[config.mk]
export PLATFORM = sky130hd
export DESIGN_NAME = tcpd_div
export DESIGN_NICKNAME = d
export VERILOG_FILES = /design/src/rtl/core/tcpd_pkg.sv /design/src/rtl/core/tcpd_div.sv
export VERILOG_INCLUDE_DIRS = /design/src /design/src/rtl/core
export SDC_FILE = /design/constraint.sdc
export NUM_CORES = 1
export LEC_CHECK = 0
export ABC_AREA = 1
export BUFFER_PORTS_ARGS = -buffer_cell sky130_fd_sc_hd__buf_2
export CAP_MARGIN = 15
export CORE_AREA = 4 4 117 119
export DETAILED_ROUTE_END_ITERATION = 16
export DIE_AREA = 0 0 121 123
export PLACE_DENSITY_LB_ADDON = 0.12
export SYNTH_ARGS = -nofsm -noshare
export SYNTH_HDL_FRONTEND = slang
export SYNTH_SLANG_ARGS = --single-unit
[constraint.sdc]
create_clock -name clk -period 3.8 [get_ports clk]
set_clock_uncertainty 0.05 [all_clocks]
set_input_delay 0.38 -clock clk [delete_from_list [all_inputs] [get_ports clk]]
set_output_delay 0.38 -clock clk [all_outputs]
set_load 0.05 [all_outputs]
[src/rtl/core/timestamped_capture_period_duty_macros.svh]
// Assertion macros for the timestamped capture block.
// Used by the capture top level and its divider; no other dependencies.
`ifndef TIMESTAMPED_CAPTURE_PERIOD_DUTY_MACROS_SVH
`define TIMESTAMPED_CAPTURE_PERIOD_DUTY_MACROS_SVH

`ifndef NO_ASSERTIONS
`define TCPD_ASSERT(lbl, prop, msg) \
	lbl: assert property (@(posedge clk) disable iff (!arst_n) (prop)) else $error(msg);
`define TCPD_NEVER(lbl, cond, msg) \
	lbl: assert property (@(posedge clk) disable iff (!arst_n) !(cond)) else $error(msg);
`else
`define TCPD_ASSERT(lbl, prop, msg)
`define TCPD_NEVER(lbl, cond, msg)
`endif

`endif

[src/rtl/core/tcpd_pkg.sv]
// Shared types and constants for the timestamped capture block.
// No dependencies.
package tcpd_pkg;

	localparam int DEPTH      = 64;
	localparam int ADDR_W     = $clog2(DEPTH);
	localparam int CNT_W      = $clog2(DEPTH + 1);
	localparam int DATA_W     = 32;
	localparam int DVD_W      = 48;
	localparam int DSR_W      = 32;
	localparam int DIV_CNT_W  = $clog2(DVD_W + 1);
	localparam int DUTY_SCALE = 100 * 256;
	localparam int Q_SHIFT    = 8;

	typedef enum logic [2:0] {
		CMD_RECORD     = 3'd0,
		CMD_RECORD_CHG = 3'd1,
		CMD_PERIOD     = 3'd2,
		CMD_DUTY       = 3'd3,
		CMD_CLEAR      = 3'd4
	} cmd_t;

	typedef enum logic [3:0] {
		ST_IDLE,
		ST_READ,
		ST_EVAL,
		ST_MUL,
		ST_RATIO_GO,
		ST_RATIO_WAIT,
		ST_AVG_GO,
		ST_AVG_WAIT,
		ST_FINISH
	} state_t;

	typedef struct packed {
		logic             start;
		logic [DVD_W-1:0] dividend;
		logic [DSR_W-1:0] divisor;
	} div_req_t;

	typedef struct packed {
		logic             busy;
		logic             done;
		logic [DVD_W-1:0] quotient;
	} div_rsp_t;

endpackage

[src/rtl/core/tcpd_div.sv]
// Radix-2 restoring divider, one quotient bit per cycle.
// Depends on tcpd_pkg and the assertion macro header.
`include "timestamped_capture_period_duty_macros.svh"

module tcpd_div
	import tcpd_pkg::*;
(
	input  logic     clk,
	input  logic     arst_n,
	input  div_req_t req,
	output div_rsp_t rsp
);

	logic [DVD_W-1:0]     quo_q;
	logic [DSR_W-1:0]     rem_q;
	logic [DSR_W-1:0]     dsr_q;
	logic [DIV_CNT_W-1:0] cnt_q;
	logic                 busy_q;
	logic                 done_q;
	logic [DSR_W:0]       shifted;
	logic                 ge;
	logic [DSR_W-1:0]     next_rem;

	always_comb begin
		shifted  = {rem_q, quo_q[DVD_W-1]};
		ge       = shifted >= {1'b0, dsr_q};
		next_rem = ge ? DSR_W'(shifted - {1'b0, dsr_q}) : shifted[DSR_W-1:0];
	end

	always_ff @(posedge clk or negedge arst_n) begin
		if (!arst_n) begin
			busy_q <= 1'b0;
			done_q <= 1'b0;
			cnt_q  <= '0;
		end else begin
			done_q <= 1'b0;
			if (req.start) begin
				busy_q <= 1'b1;
				cnt_q  <= DIV_CNT_W'(DVD_W);
			end else if (busy_q) begin
				cnt_q <= cnt_q - 1'b1;
				if (cnt_q == DIV_CNT_W'(1)) begin
					busy_q <= 1'b0;
					done_q <= 1'b1;
				end
			end
		end
	end

	always_ff @(posedge clk) begin
		if (req.start) begin
			quo_q <= req.dividend;
			dsr_q <= req.divisor;
			rem_q <= '0;
		end else if (busy_q) begin
			quo_q <= {quo_q[DVD_W-2:0], ge};
			rem_q <= next_rem;
		end
	end

	assign rsp.busy     = busy_q;
	assign rsp.done     = done_q;
	assign rsp.quotient = quo_q;

	`TCPD_ASSERT(a_done_not_busy, done_q |-> !busy_q, "divider done while busy")
	`TCPD_ASSERT(a_start_busy, req.start |=> busy_q, "divider did not start")
	`TCPD_ASSERT(a_fall_done, $fell(busy_q) |-> done_q, "divider stopped without done")

endmodule
==> impl_metrics.json <==
{
  "status": "completed",
  "cts_tree": "done",
  "min_to": "dsr_q[7]",
  "clock_sinks": 120,
  "required_ns": 4.12,
  "met2_usage": 0.457,
  "setup_slack_ns": 0.866,
  "max_freq_ghz": 0.341,
  "critPathMaxFanout": 32,
  "grt.met1_usage": 0.357,
  "area_growth_pct": 17.6,
  "yosys_warnings": 0,
  "dp_cells": 1350,
  "yosys.area.top_type": "edfxtp_1",
  "synth_cells": 1066,
  "die_w_um": 121,
  "drive_gt1_frac": 0.164,
  "hold_path_depth": 1,
  "num_io_pins": 133,
  "path_buf_inv": 3,
  "final_util": 0.712,
  "clock_latency_ns": 0.43,
  "cts_buffers": 17,
  "cap_viol_max_count": 0,
  "reg2reg_to": "rem_q[22]",
  "yosysMostFrequentCell": "nand2_1",
  "cts_resized": 0,
  "path_common_cell": "nand2_1",
  "antenna_left": 0,
  "num_antenna_cells": 0,
  "grt_max_degree": 63,
  "dpl_cell_area_um2": 8390,
  "synthTopCellsByArea": "edfxtp_1 (32%), nand2_1 (22%), inv_1 (8.9%)",
  "pre_cts_ws_ns": 0.994,
  "finalWirelength_um": 20000,
  "holdWs_ns": 0.0683,
  "hold_buffers": 1,
  "hold_start": "req[7]",
  "drc": 0,
  "cp-start-kind": "flop",
  "use_met3": 0.0810,
  "grt.total_usage": 0.282,
  "nNetsFinal": 1316,
  "worstMarginPinSlew_ns": 0.787,
  "power.leakage_nw": 4.92,
  "grt_remaining_overflow": 0,
  "portBuffers": 132,
  "antenna_found_initial": 0,
  "synth_edf_count": 80,
  "cts_max_path_buffers": 2,
  "critPathMaxStageDelay_ns": 0.58,
  "synth-seq-cells": 120,
  "drt-initial-drc-count": 508,
  "synthTopCellsByCount": "nand2_1 (454), inv_1 (181), nand3_1 (85)",
  "design_area_um2": 8950,
  "r2r_slack_ns": 0.87,
  "critPathSlowestCell": "nor2_4",
  "syn-mean-instance-area_um2": 7.14,
  "power_frac_comb": 0.423,
  "synthFlopType": "edfxtp_1",
  "seq_power_share": 0.307,
  "path_delay_family": "simple AND/OR/NAND/NOR gates",
  "first_global_vias": 6934,
  "power.internal_mw": 3.31,
  "post-route-period-util": 0.772,
  "synth_top_area_share": 0.316,
  "rsz0062_at_grt": "no",
  "startpoint": "dsr_q[30]",
  "worstRegToRegCells": 13,
  "post_cts_buffers": 0,
  "swShare": 0.415,
  "dp_hpwl_um": 14800,
  "core_um2": 12600,
  "h-tree-depth": 4,
  "p_total_mw": 5.66,
  "grt_pass1_wl_um": 32900,
  "slew_headroom": 0.476,
  "busiest_layer": "met2",
  "routedWlPerCell_um": 14.4,
  "arrival_ns": 3.25,
  "final.min_clock_period_ns": 2.93,
  "cts.reportedPaths.clkPinSlew_ns": 0.06,
  "final-max-slew-violation-count": 0,
  "die-height_um": 123,
  "dieArea_um2": 14900,
  "std_cell_rows": 41,
  "syn-cell-area_um2": 7610,
  "r2r-start": "dsr_q[30]",
  "fin_tns_setup_ns": 0,
  "ys_seq_area_frac": 0.426,
  "vias_per_cell": 5.04,
  "power_density_nw_per_um2": 633,
  "syn_nets": 1184,
  "crit_path_end_kind": "flop",
  "async_flop_share": 0.0667,
  "hold_viol": 0,
  "floorplan.initialDensity": 0.606,
  "setup_viol": 0,
  "path_cells": "inv_1 -> ha_1 -> nand2_1 -> inv_1 -> nand2_2 -> inv_1 -> a21oi_1 -> nand2_1 -> nor2_4 -> nand2_4 -> nand2_1 -> nand3_1 -> nand2_1",
  "cts_root_buf": "clkbuf_16",
  "worstSetupPathType": "flop to flop",
  "p_sw_mw": 2.35,
  "peakVddDrop_uv": 329,
  "min-delay-path-class": "input pin to flop",
  "clkPwrFrac": 0.270,
  "num_vias": 6976,
  "final_cells": 1383,
  "synth_cell_types": 40,
  "gp_congestion": 0.964,
  "firstDrtPassIters": 5
}
[cell families after synthesis]
logic type	Yosys count	share of synthesized area
fa+ha+maj	35	0.0585
simple gates	634	0.352
flops	120	0.426
compound gates	48	0.0342
buf+inv	215	0.113
xor+xnor	14	0.0161
[power by group through the flow]
stage / Clock (mW) / Combinational [mW] / Sequential (mW)
after global placement: 0 / 2.34 / 1.75
after CTS: 1.55 / 2.38 / 1.74
after detailed placement: 0 / 2.35 / 1.76
final: 1.53 / 2.39 / 1.74
after floorplan: 0 / 1.69 / 1.92
after global routing: 1.60 / 2.71 / 1.76
[per-layer routing]
layer | up-vias | wire length, um
met5 | - | 0
met4 | 0 | 607
met3 | 46 | 1340
met2 | 230 | 9140
met1 | 3116 | 8870
li1 | 3584 | -
[layout by cell type, fill, tap and decap left out, types with 2 or more instances in the layout]
| cell | n |
|---|---|
| nand2_1 | 454 |
| inv_1 | 180 |
| buf_2 | 131 |
| nand3_1 | 85 |
| edfxtp_1 | 80 |
| nor2_1 | 37 |
| ha_1 | 34 |
| dfxtp_1 | 32 |
| a21oi_1 | 23 |
| clkbuf_16 | 17 |
| nand3b_1 | 13 |
| xnor2_1 | 13 |
| nand4_1 | 11 |
| o21ai_1 | 9 |
| buf_4 | 9 |
| o21ai_0 | 8 |
| nand2_2 | 8 |
| dfrtp_1 | 8 |
| nor2_2 | 7 |
| clkinv_1 | 6 |
| nand3_2 | 5 |
| inv_6 | 5 |
| nor3_1 | 4 |
| clkinvlp_4 | 4 |
| inv_2 | 3 |
| and2_1 | 3 |
| nor2_4 | 2 |
| nor4_1 | 2 |
| o21bai_1 | 2 |
| o21a_1 | 2 |
| clkinv_2 | 2 |
[sequential cells by signal (all words and copies together) (netlist names)]
name    cells
done_q      1
dsr_q      32
cnt_q       6
busy_q      1
quo_q      48
rem_q      32
[worst register-to-register path: stages (launching register included)]
cell and delay, ns:
edfxtp_1 0.33, inv_1 0.04, ha_1 0.38, nand2_1 0.15, inv_1 0.08, nand2_2 0.09
inv_1 0.04, a21oi_1 0.18, nand2_1 0.12, nor2_4 0.58, nand2_4 0.43, nand2_1 0.21
nand3_1 0.11, nand2_1 0.09
[layout make-up]
class / count / area, um2
sequential: 120 / 3240
timing repair buffer: 141 / 733
fill: 1088 / 3620
clock inverter: 14 / 121
inverter: 187 / 702
tap: 172 / 215
clock buffer: 18 / 429
multi-input combinational: 731 / 3510
[worst max-delay path by stage]
| stage | to | cells after the start |
|---|---|---|
| after detailed placement | rem_q[22] | 13 |
| final | rem_q[22] | 13 |
| after CTS | rem_q[22] | 13 |
| after floorplan | quo_q[0] | 4 |
| after global placement | rem_q[7] | 13 |
| after global routing | rem_q[22] | 13 |
Note: power is estimated with default switching activity, not from simulation.
